## src/sv/cmmdd_pkg.sv

```systemverilog
// shared constants, operand types and sequencer-to-datapath control for the
// conjugate-transpose complex matrix product; no dependencies
`default_nettype none

package cmmdd_pkg;

   localparam int MAT_DIM     = 3;
   localparam int FRAC_BITS   = 30;
   localparam int STORE_DEPTH = MAT_DIM * MAT_DIM;
   localparam int STORE_AW    = $clog2(STORE_DEPTH);
   localparam int DIM_W       = $clog2(MAT_DIM);
   localparam int IDX_W       = 6;
   localparam int DATA_W      = 32;
   localparam int PROD_W      = 2 * DATA_W;
   // room for 2*MAT_DIM full-scale products plus the rounding constant
   localparam int ACC_W       = PROD_W + $clog2(2 * MAT_DIM) + 2;
   localparam int REQ_DATA_W  = 136;
   localparam int RSP_DATA_W  = 72;

   typedef struct packed {
      logic signed [DATA_W-1:0] im;
      logic signed [DATA_W-1:0] re;
   } cplx_type;

   // the four partial products of conj(b) * conj(c)
   typedef enum logic [1:0] {
      OP_RE_ADD,
      OP_RE_SUB,
      OP_IM_SUB_RI,
      OP_IM_SUB_IR
   } mac_op_type;

   typedef struct packed {
      logic       clear;
      logic       issue;
      mac_op_type op;
      logic       finish;
   } mac_ctrl_type;

endpackage

`default_nettype wire

```

## src/sv/cmmdd_store.sv

```systemverilog
// element stores for matrices b and c: one write port, registered reads
// depends on cmmdd_pkg
`default_nettype none

module cmmdd_store (
   input  wire                            clock,
   input  wire                            wr_en,
   input  wire [cmmdd_pkg::STORE_AW-1:0]  wr_addr,
   input  cmmdd_pkg::cplx_type            wr_b,
   input  cmmdd_pkg::cplx_type            wr_c,
   input  wire                            rd_en,
   input  wire [cmmdd_pkg::STORE_AW-1:0]  rd_b_addr,
   input  wire [cmmdd_pkg::STORE_AW-1:0]  rd_c_addr,
   output cmmdd_pkg::cplx_type            rd_b,
   output cmmdd_pkg::cplx_type            rd_c
);
   import cmmdd_pkg::*;

   cplx_type b_mem_ff [STORE_DEPTH];
   cplx_type c_mem_ff [STORE_DEPTH];
   cplx_type rd_b_ff;
   cplx_type rd_c_ff;

   always_ff @(posedge clock) begin
      if (wr_en) begin
         b_mem_ff[wr_addr] <= wr_b;
         c_mem_ff[wr_addr] <= wr_c;
      end
   end

   always_ff @(posedge clock) begin
      if (rd_en) begin
         rd_b_ff <= b_mem_ff[rd_b_addr];
         rd_c_ff <= c_mem_ff[rd_c_addr];
      end
   end

   assign rd_b = rd_b_ff;
   assign rd_c = rd_c_ff;

endmodule

`default_nettype wire

```

## src/sv/cmmdd_mac.sv

```systemverilog
// shared 32x32 multiplier with wide real and imaginary accumulators,
// round half up and saturation to q1.30; depends on cmmdd_pkg
`default_nettype none

module cmmdd_mac (
   input  wire                            clock,
   input  wire                            reset,
   input  cmmdd_pkg::mac_ctrl_type        ctrl,
   input  cmmdd_pkg::cplx_type            op_b,
   input  cmmdd_pkg::cplx_type            op_c,
   output wire [cmmdd_pkg::DATA_W-1:0]    res_re,
   output wire [cmmdd_pkg::DATA_W-1:0]    res_im,
   output wire                            res_sat
);
   import cmmdd_pkg::*;

   localparam logic [ACC_W-1:0] ROUND_HALF = ACC_W'(1) << (FRAC_BITS - 1);

   function automatic logic [DATA_W:0] round_sat(input logic signed [ACC_W-1:0] v);
      logic signed [ACC_W-1:0] sum;
      logic signed [ACC_W-1:0] sh;
      logic [DATA_W:0]         r;
      sum = v + ROUND_HALF;
      sh  = sum >>> FRAC_BITS;
      // fits when everything above bit 30 is pure sign
      if (&sh[ACC_W-1:DATA_W-1] || ~|sh[ACC_W-1:DATA_W-1]) begin
         r = {1'b0, sh[DATA_W-1:0]};
      end else begin
         r = {1'b1, sh[ACC_W-1], {(DATA_W-1){~sh[ACC_W-1]}}};
      end
      return r;
   endfunction

   logic signed [DATA_W-1:0] mul_a;
   logic signed [DATA_W-1:0] mul_b;
   logic signed [PROD_W-1:0] prod_in;
   logic signed [PROD_W-1:0] prod_ff;
   mac_op_type               prod_op_ff;
   logic                     prod_valid_ff;
   logic signed [ACC_W-1:0]  prod_ext;
   logic signed [ACC_W-1:0]  addend;
   logic signed [ACC_W-1:0]  acc_sum;
   logic                     to_re;
   logic signed [ACC_W-1:0]  acc_re_ff;
   logic signed [ACC_W-1:0]  acc_im_ff;
   logic [DATA_W:0]          fin_re;
   logic [DATA_W:0]          fin_im;
   logic [DATA_W-1:0]        res_re_ff;
   logic [DATA_W-1:0]        res_im_ff;
   logic                     res_sat_ff;

   always_comb begin
      case (ctrl.op)
         OP_RE_ADD: begin
            mul_a = op_b.re;
            mul_b = op_c.re;
         end
         OP_RE_SUB: begin
            mul_a = op_b.im;
            mul_b = op_c.im;
         end
         OP_IM_SUB_RI: begin
            mul_a = op_b.re;
            mul_b = op_c.im;
         end
         default: begin
            mul_a = op_b.im;
            mul_b = op_c.re;
         end
      endcase
   end

   assign prod_in = mul_a * mul_b;

   always_ff @(posedge clock) begin
      if (reset) begin
         prod_valid_ff <= 1'b0;
      end else begin
         prod_valid_ff <= ctrl.issue;
      end
   end

   always_ff @(posedge clock) begin
      if (ctrl.issue) begin
         prod_ff    <= prod_in;
         prod_op_ff <= ctrl.op;
      end
   end

   // only the first real term is added, the other three are subtracted
   assign prod_ext = {{(ACC_W-PROD_W){prod_ff[PROD_W-1]}}, prod_ff};
   assign addend   = (prod_op_ff == OP_RE_ADD) ? prod_ext : -prod_ext;
   assign to_re    = (prod_op_ff == OP_RE_ADD) || (prod_op_ff == OP_RE_SUB);
   assign acc_sum  = (to_re ? acc_re_ff : acc_im_ff) + addend;

   always_ff @(posedge clock) begin
      if (ctrl.clear) begin
         acc_re_ff <= '0;
         acc_im_ff <= '0;
      end else if (prod_valid_ff) begin
         if (to_re) begin
            acc_re_ff <= acc_sum;
         end else begin
            acc_im_ff <= acc_sum;
         end
      end
   end

   assign fin_re = round_sat(acc_re_ff);
   assign fin_im = round_sat(acc_im_ff);

   always_ff @(posedge clock) begin
      if (ctrl.finish) begin
         res_re_ff  <= fin_re[DATA_W-1:0];
         res_im_ff  <= fin_im[DATA_W-1:0];
         res_sat_ff <= fin_re[DATA_W] | fin_im[DATA_W];
      end
   end

   assign res_re  = res_re_ff;
   assign res_im  = res_im_ff;
   assign res_sat = res_sat_ff;

endmodule

`default_nettype wire

```

## src/sv/complex_matrix_multiply_dagger_dagger.sv

```systemverilog
// top level: load sequencer and product sequencer around the element stores
// and the shared multiply-accumulate unit; depends on cmmdd_pkg, cmmdd_store, cmmdd_mac
//
//   channel | direction | handshake             | contents
//   req     | in        | req_tvalid/req_tready | element pair, tlast starts the product
//   rsp     | out       | rsp_tvalid/rsp_tready | one element of the product matrix
//
// a request without tlast starts nothing; the block stays idle with req_tready high.
// a request with tlast starts the product: each of the MAT_DIM*MAT_DIM results comes from
// the single multiplier doing four partial products per term after one store read, plus
// drain and rounding.
// req_tready stays low until the last result has been taken; rsp stalls simply hold the result.
// synchronous active-high reset returns the sequencer to idle; store contents are kept.
`default_nettype none

module complex_matrix_multiply_dagger_dagger (
   input  wire                              clock,
   input  wire                              reset,
   input  wire                              req_tvalid,
   output wire                              req_tready,
   // elem_index, b_real, b_imag, c_real, c_imag, zero pad
   input  wire [cmmdd_pkg::REQ_DATA_W-1:0]  req_tdata,
   // load_last
   input  wire                              req_tlast,
   output wire                              rsp_tvalid,
   input  wire                              rsp_tready,
   // out_index, a_real, a_imag, zero pad
   output wire [cmmdd_pkg::RSP_DATA_W-1:0]  rsp_tdata,
   // saturated
   output wire                              rsp_tuser,
   // out_last
   output wire                              rsp_tlast
);
   import cmmdd_pkg::*;

   typedef enum logic [2:0] {
      ST_IDLE,
      ST_READ,
      ST_MUL,
      ST_DRAIN,
      ST_FINISH,
      ST_EMIT
   } state_type;

   localparam logic [DIM_W-1:0] DIM_LAST = DIM_W'(MAT_DIM - 1);

   state_type        state_ff, state_in;
   logic [DIM_W-1:0] i_ff, i_in;
   logic [DIM_W-1:0] j_ff, j_in;
   logic [DIM_W-1:0] m_ff, m_in;
   mac_op_type       op_ff, op_in;
   logic             rsp_valid_ff, rsp_valid_in;
   logic [IDX_W-1:0] rsp_index_ff, rsp_index_in;
   logic             rsp_last_ff, rsp_last_in;

   logic             req_fire;
   logic             rsp_fire;
   logic [IDX_W-1:0] elem_index;
   logic             index_ok;
   logic             wr_en;
   cplx_type         wr_b;
   cplx_type         wr_c;
   cplx_type         rd_b;
   cplx_type         rd_c;
   logic [STORE_AW-1:0] rd_b_addr;
   logic [STORE_AW-1:0] rd_c_addr;
   mac_ctrl_type     mac_ctrl;
   logic [DATA_W-1:0] res_re;
   logic [DATA_W-1:0] res_im;
   logic             res_sat;

   assign req_tready = (state_ff == ST_IDLE);
   assign req_fire   = req_tvalid && req_tready;
   assign rsp_fire   = rsp_valid_ff && rsp_tready;

   assign elem_index = req_tdata[IDX_W-1:0];
   assign index_ok   = {1'b0, elem_index} < (IDX_W + 1)'(STORE_DEPTH);
   assign wr_en      = req_fire && index_ok;
   assign wr_b       = cplx_type'(req_tdata[IDX_W + 2*DATA_W - 1:IDX_W]);
   assign wr_c       = cplx_type'(req_tdata[IDX_W + 4*DATA_W - 1:IDX_W + 2*DATA_W]);

   // b is read down column i, c along row j
   assign rd_b_addr = STORE_AW'(m_ff * MAT_DIM + i_ff);
   assign rd_c_addr = STORE_AW'(j_ff * MAT_DIM + m_ff);

   assign mac_ctrl.clear  = (state_ff == ST_IDLE) || ((state_ff == ST_EMIT) && rsp_fire);
   assign mac_ctrl.issue  = (state_ff == ST_MUL);
   assign mac_ctrl.op     = op_ff;
   assign mac_ctrl.finish = (state_ff == ST_FINISH);

   cmmdd_store u_store (
      .clock     (clock),
      .wr_en     (wr_en),
      .wr_addr   (elem_index[STORE_AW-1:0]),
      .wr_b      (wr_b),
      .wr_c      (wr_c),
      .rd_en     (state_ff == ST_READ),
      .rd_b_addr (rd_b_addr),
      .rd_c_addr (rd_c_addr),
      .rd_b      (rd_b),
      .rd_c      (rd_c)
   );

   cmmdd_mac u_mac (
      .clock   (clock),
      .reset   (reset),
      .ctrl    (mac_ctrl),
      .op_b    (rd_b),
      .op_c    (rd_c),
      .res_re  (res_re),
      .res_im  (res_im),
      .res_sat (res_sat)
   );

   always_comb begin
      state_in     = state_ff;
      i_in         = i_ff;
      j_in         = j_ff;
      m_in         = m_ff;
      op_in        = op_ff;
      rsp_valid_in = rsp_valid_ff;
      rsp_index_in = rsp_index_ff;
      rsp_last_in  = rsp_last_ff;
      unique case (state_ff)
         ST_IDLE: begin
            if (req_fire && req_tlast) begin
               state_in = ST_READ;
               i_in     = '0;
               j_in     = '0;
               m_in     = '0;
               op_in    = OP_RE_ADD;
            end
         end
         ST_READ: begin
            state_in = ST_MUL;
         end
         ST_MUL: begin
            unique case (op_ff)
               OP_RE_ADD:    op_in = OP_RE_SUB;
               OP_RE_SUB:    op_in = OP_IM_SUB_RI;
               OP_IM_SUB_RI: op_in = OP_IM_SUB_IR;
               default: begin
                  op_in = OP_RE_ADD;
                  if (m_ff == DIM_LAST) begin
                     m_in     = '0;
                     state_in = ST_DRAIN;
                  end else begin
                     m_in     = m_ff + 1'b1;
                     state_in = ST_READ;
                  end
               end
            endcase
         end
         ST_DRAIN: begin
            state_in = ST_FINISH;
         end
         ST_FINISH: begin
            state_in     = ST_EMIT;
            rsp_valid_in = 1'b1;
            rsp_index_in = IDX_W'(i_ff * MAT_DIM + j_ff);
            rsp_last_in  = (i_ff == DIM_LAST) && (j_ff == DIM_LAST);
         end
         ST_EMIT: begin
            if (rsp_tready) begin
               rsp_valid_in = 1'b0;
               if (rsp_last_ff) begin
                  state_in = ST_IDLE;
               end else begin
                  state_in = ST_READ;
                  if (j_ff == DIM_LAST) begin
                     j_in = '0;
                     i_in = i_ff + 1'b1;
                  end else begin
                     j_in = j_ff + 1'b1;
                  end
               end
            end
         end
         default: begin
            state_in = ST_IDLE;
         end
      endcase
   end

   always_ff @(posedge clock) begin
      if (reset) begin
         state_ff     <= ST_IDLE;
         i_ff         <= '0;
         j_ff         <= '0;
         m_ff         <= '0;
         op_ff        <= OP_RE_ADD;
         rsp_valid_ff <= 1'b0;
         rsp_index_ff <= '0;
         rsp_last_ff  <= 1'b0;
      end else begin
         state_ff     <= state_in;
         i_ff         <= i_in;
         j_ff         <= j_in;
         m_ff         <= m_in;
         op_ff        <= op_in;
         rsp_valid_ff <= rsp_valid_in;
         rsp_index_ff <= rsp_index_in;
         rsp_last_ff  <= rsp_last_in;
      end
   end

   assign rsp_tvalid = rsp_valid_ff;
   assign rsp_tdata  = {{(RSP_DATA_W - IDX_W - 2*DATA_W){1'b0}}, res_im, res_re, rsp_index_ff};
   assign rsp_tuser  = res_sat;
   assign rsp_tlast  = rsp_last_ff;

   // the block never takes a request while a result is pending
   assert property (@(posedge clock) disable iff (reset)
      !(req_tready && rsp_tvalid))
      else $error("request accepted while a result is pending");

   assert property (@(posedge clock) disable iff (reset)
      req_tvalid && req_tready && req_tlast |=> !req_tready)
      else $error("product did not start after final element");

   assert property (@(posedge clock) disable iff (reset)
      rsp_tvalid && rsp_tready && rsp_tlast |=> req_tready)
      else $error("block not ready after final result");

   assert property (@(posedge clock) disable iff (reset)
      rsp_tvalid && rsp_tlast |-> rsp_tdata[IDX_W-1:0] == IDX_W'(STORE_DEPTH - 1))
      else $error("final result carries wrong index");

endmodule

`default_nettype wire

```

## config.mk

```make
export PLATFORM = sky130hd
export DESIGN_NAME = complex_matrix_multiply_dagger_dagger
export DESIGN_NICKNAME = d
export VERILOG_FILES = /design/src/sv/cmmdd_pkg.sv /design/src/sv/cmmdd_store.sv /design/src/sv/cmmdd_mac.sv /design/src/sv/complex_matrix_multiply_dagger_dagger.sv
export SDC_FILE = /design/constraint.sdc
export NUM_CORES = 2
export LEC_CHECK = 0
export BUFFER_PORTS_ARGS = -buffer_cell sky130_fd_sc_hd__buf_2
export CORE_AREA = 4 4 546 278
export DETAILED_ROUTE_END_ITERATION = 10
export DIE_AREA = 0 0 550 282
export GPL_ROUTABILITY_DRIVEN = 0
export PLACE_DENSITY_LB_ADDON = 0.3
export REMOVE_ABC_BUFFERS = 1
export SETUP_SLACK_MARGIN = 0.1
export SLEW_MARGIN = 20
export SYNTH_ARGS = -nofsm -noshare
export SYNTH_HDL_FRONTEND = slang
export SYNTH_SLANG_ARGS = --single-unit
```

## constraint.sdc

```tcl
create_clock -name clock -period 21.6 [get_ports clock]
set_input_delay 2.16 -clock clock [delete_from_list [all_inputs] [get_ports clock]]
set_output_delay 2.16 -clock clock [all_outputs]
set_load 0.1 [all_outputs]
```

==> results.py <==
metrics = {
    "detailed_routing": {
        "top_layer": "met5",
        "ant_nets": 0,
        "viasPerCell": 6.68,
        "drc": 0,
        "drt_iter0_markers": 10500,
        "dr.pass1.iters": 9,
        "wl_met3_um": 48700,
        "met2WireLength_um": 123000,
        "num_vias": 68300,
        "wirelength_um": 288000,
        "wl_met1_um": 102000,
        "wl_per_cell_um": 28.1,
    },
    "cts": {
        "cts_made_buffers": 143,
        "cts_resized": 0,
        "cts.clk_slew.worst_paths_ns": 0.07,
        "cts_tree": "done",
        "clock_path_buffers": 4,
        "root_buffer": "clkbuf_16",
        "clock_latency_ns": 0.83,
        "cts_max_level": 4,
        "ctsHoldBuffers": 0,
        "cts.sinks": 1567,
        "cts_setup_buffers": 0,
    },
    "synth": {
        "yosysSeqAreaShare_pct": 45.1,
        "syn_avg_cell_area_um2": 12.6,
        "yosysUniqueCellTypes": 80,
        "synthArstFlopShare_pct": 0,
        "ys.flop_type": "edfxtp_1",
        "ys_seq_elements": 1567,
        "synth_edf_count": 1411,
        "synth_cells": 8018,
        "ys_warn_count": 0,
        "synth_area_um2": 101000,
    },
    "min_path": {
        "hold_path_depth": 2,
        "hold_start": "u_mac.acc_re_ff[6]",
        "min_path_type": "flip-flop to flip-flop",
        "holdPathEnd": "u_mac.acc_re_ff[6]",
    },
    "setup_path": {
        "r2r_start": "op_ff[0]",
        "worst_path_most_repeated_cell": "fa_1",
        "path_max_fanout": 47,
        "arrival_ns": 12.44,
        "cp_num_buf_inv": 5,
        "worstPathRequired_ns": 22.14,
        "end_kind": "flip-flop",
        "crit_family": "adder cells",
        "startpoint_type": "flip-flop",
        "rrSetupSlack_ns": 9.70,
        "r2r_end": "u_mac.prod_ff[63]",
        "critPathSlowestCell": "mux2i_4",
        "crit_path_max_incr_delay_ns": 1.13,
        "path_class": "flip-flop to flip-flop",
        "ff2ff_path_depth": 28,
    },
    "timing": {
        "drv_slew": 0,
        "fin_tns_setup_ns": 0,
        "rsz0062_at_grt": "no",
        "hold_viol": 0,
        "min_period_ns": 11.90,
        "fin_skew_ns": 0.0835,
        "tightest_slew_ns": 1.24,
        "fin_crit_sh_pct": 55.1,
        "relSlewSlack_pct": 15.7,
        "timing.fmax_ghz": 0.0841,
        "finalSetupViolCount": 0,
        "whs_ns": 0.452,
    },
    "final_layout": {
        "drive_gt1_share_pct": 12.3,
        "final_cells": 10200,
        "utilization_pct": 74.0,
        "syn_to_final_growth_pct": 8.05,
        "layout.nets": 9618,
    },
    "floorplan": {
        "die_x_um": 550,
        "core_um2": 147000,
        "pin_count": 217,
        "start_util_pct": 68.5,
        "design.die.area_um2": 155000,
        "dieHeight_um": 282,
        "placementRows": 100,
    },
    "status": {
        "outcome": "completed",
    },
    "global_routing": {
        "grt_start_max_net_pins": 105,
        "grt_pass1_vias": 70600,
        "grt_overflow": 0,
        "grt_usage_pct": 37.8,
        "grt_pass1_wl_um": 434000,
        "antenna_found_initial": 27,
    },
    "placed_design": {
        "dp_hpwl_um": 188000,
        "placedCellCount": 9960,
        "io_buffer_count": 210,
    },
    "flow_run": {
        "cap_viol_max_count": 0,
    },
}
==> cell usage after synthesis, drive strengths merged (23+ instances only) <==
| cell type | instances | area [um^2] |
|---|---|---|
| a21oi | 315 | 1580 |
| nand2 | 913 | 3430 |
| inv | 1007 | 3780 |
| o21ai | 250 | 1250 |
| a21o | 79 | 593 |
| ha | 271 | 3390 |
| mux4 | 256 | 5770 |
| nand4 | 51 | 319 |
| xnor2 | 152 | 1330 |
| mux2 | 124 | 1400 |
| o21bai | 26 | 195 |
| edfxtp | 1411 | 42400 |
| xor2 | 110 | 963 |
| mux2i | 199 | 1990 |
| dfxtp | 156 | 3120 |
| fa | 1089 | 21800 |
| nand3 | 105 | 526 |
| buf | 82 | 347 |
| or3 | 24 | 155 |
| a211oi | 37 | 278 |
| a31oi | 23 | 144 |
| o31ai | 30 | 235 |
| clkbuf | 304 | 1140 |
| nor3 | 54 | 282 |
| nor2 | 705 | 2650 |
| and3 | 26 | 163 |
==> per-stage QoR <==
step                      instance area [um^2]  setup WS [ns]
final                                   109000           9.70
after CTS                               109000           9.99
after global routing                    109000           9.49
after detailed placement                104000          10.15
after global placement                  104000          10.47
after floorplan                          99400           8.56
==> per-layer routing <==
metal	vias to the layer above	track usage [%]
met1	33800	51.5
met5	-	1.52
li1	27400	-
met2	5840	54.0
met3	1200	16.9
met4	17	14.1
==> placed cells by master (no fill, tap or decap), types with 27 or more instances in the layout <==
cell type  instances
nand4_1           51
fa_1            1087
o31ai_1           28
xnor2_1          152
nor2_1           696
nand3_1          105
buf_2            210
mux4_2           256
clkbuf_1          27
dfxtp_1          156
clkinv_1          27
clkbuf_16        146
nand2_1          912
a21o_1            78
mux2i_1          166
a21oi_1          313
ha_1             266
xor2_1           110
inv_1           1006
buf_4            123
a211oi_1          37
edfxtp_1        1411
nor3_1            50
diode_2           31
mux2_2           124
o21ai_0          249
==> registers in the layout, summed over array words and instances, names as in the netlist <==
| register | count |
|---|---|
| u_store.b_mem_ff | 576 |
| u_store.c_mem_ff | 576 |
| u_mac.acc_im_ff | 69 |
| u_mac.acc_re_ff | 69 |
| u_mac.prod_ff | 64 |
| u_store.rd_b | 64 |
| u_store.rd_c | 64 |
| u_mac.res_im | 32 |
| u_mac.res_re | 32 |
| rsp_index_ff | 4 |
| state_ff | 3 |
| i_ff | 2 |
| j_ff | 2 |
| m_ff | 2 |
| op_ff | 2 |
| u_mac.prod_op_ff | 2 |
| rsp_tlast | 1 |
| rsp_tvalid | 1 |
| u_mac.prod_valid_ff | 1 |
| u_mac.res_sat | 1 |
==> cell families after synthesis <==
kind of cell             after synthesis  share of synthesized area, %
AND/OR/NAND/NOR                     2003                          8.35
flip-flops                          1567                          45.1
buffers and inverters               1393                          5.22
adder cells (fa/ha/maj)             1360                          25.0
AO/OA/AOI/OAI                        853                          5.02
multiplexers                         579                          9.07
XOR/XNOR                             262                          2.27
other                                  1                       0.00372
==> worst max-delay path by stage <==
stage,start,end,slack [ns],cells past startpoint
floorplan,state_ff[0],u_store.b_mem_ff[4][0],8.56,4
finish,op_ff[0],u_mac.prod_ff[63],9.70,28
global placement,op_ff[0],u_mac.prod_ff[63],10.47,27
CTS,op_ff[0],u_mac.prod_ff[63],9.99,27
global route,op_ff[0],u_mac.prod_ff[63],9.49,28
detailed placement,op_ff[1],u_mac.prod_ff[63],10.15,24
==> worst register-to-register path, delay by kind of cell (launching register included) <==
kind	cells	cell delay [ns]
adders and majority gates	10	4.88
AOI/OAI and AO/OA	7	2.35
buffers and inverters	5	1.54
muxes	1	1.23
and+or+nand+nor	4	1.11
DFF	1	0.40
xor gates and xnor gates	1	0.13
==> cell type report <==
type,instances,area (um^2)
diodes,31,77.6
inverters,1007,3780
repair buffers,337,2040
fillers,8801,38300
flip-flops and latches,1567,45500
clock buffers,175,3770
well taps,1989,2490
clock inverters,69,682
multi-input cells,5061,50700
Power is left out: the tool's default activity adds up to more than one toggle a clock period on the data nets, which glitch-free logic cannot reach.
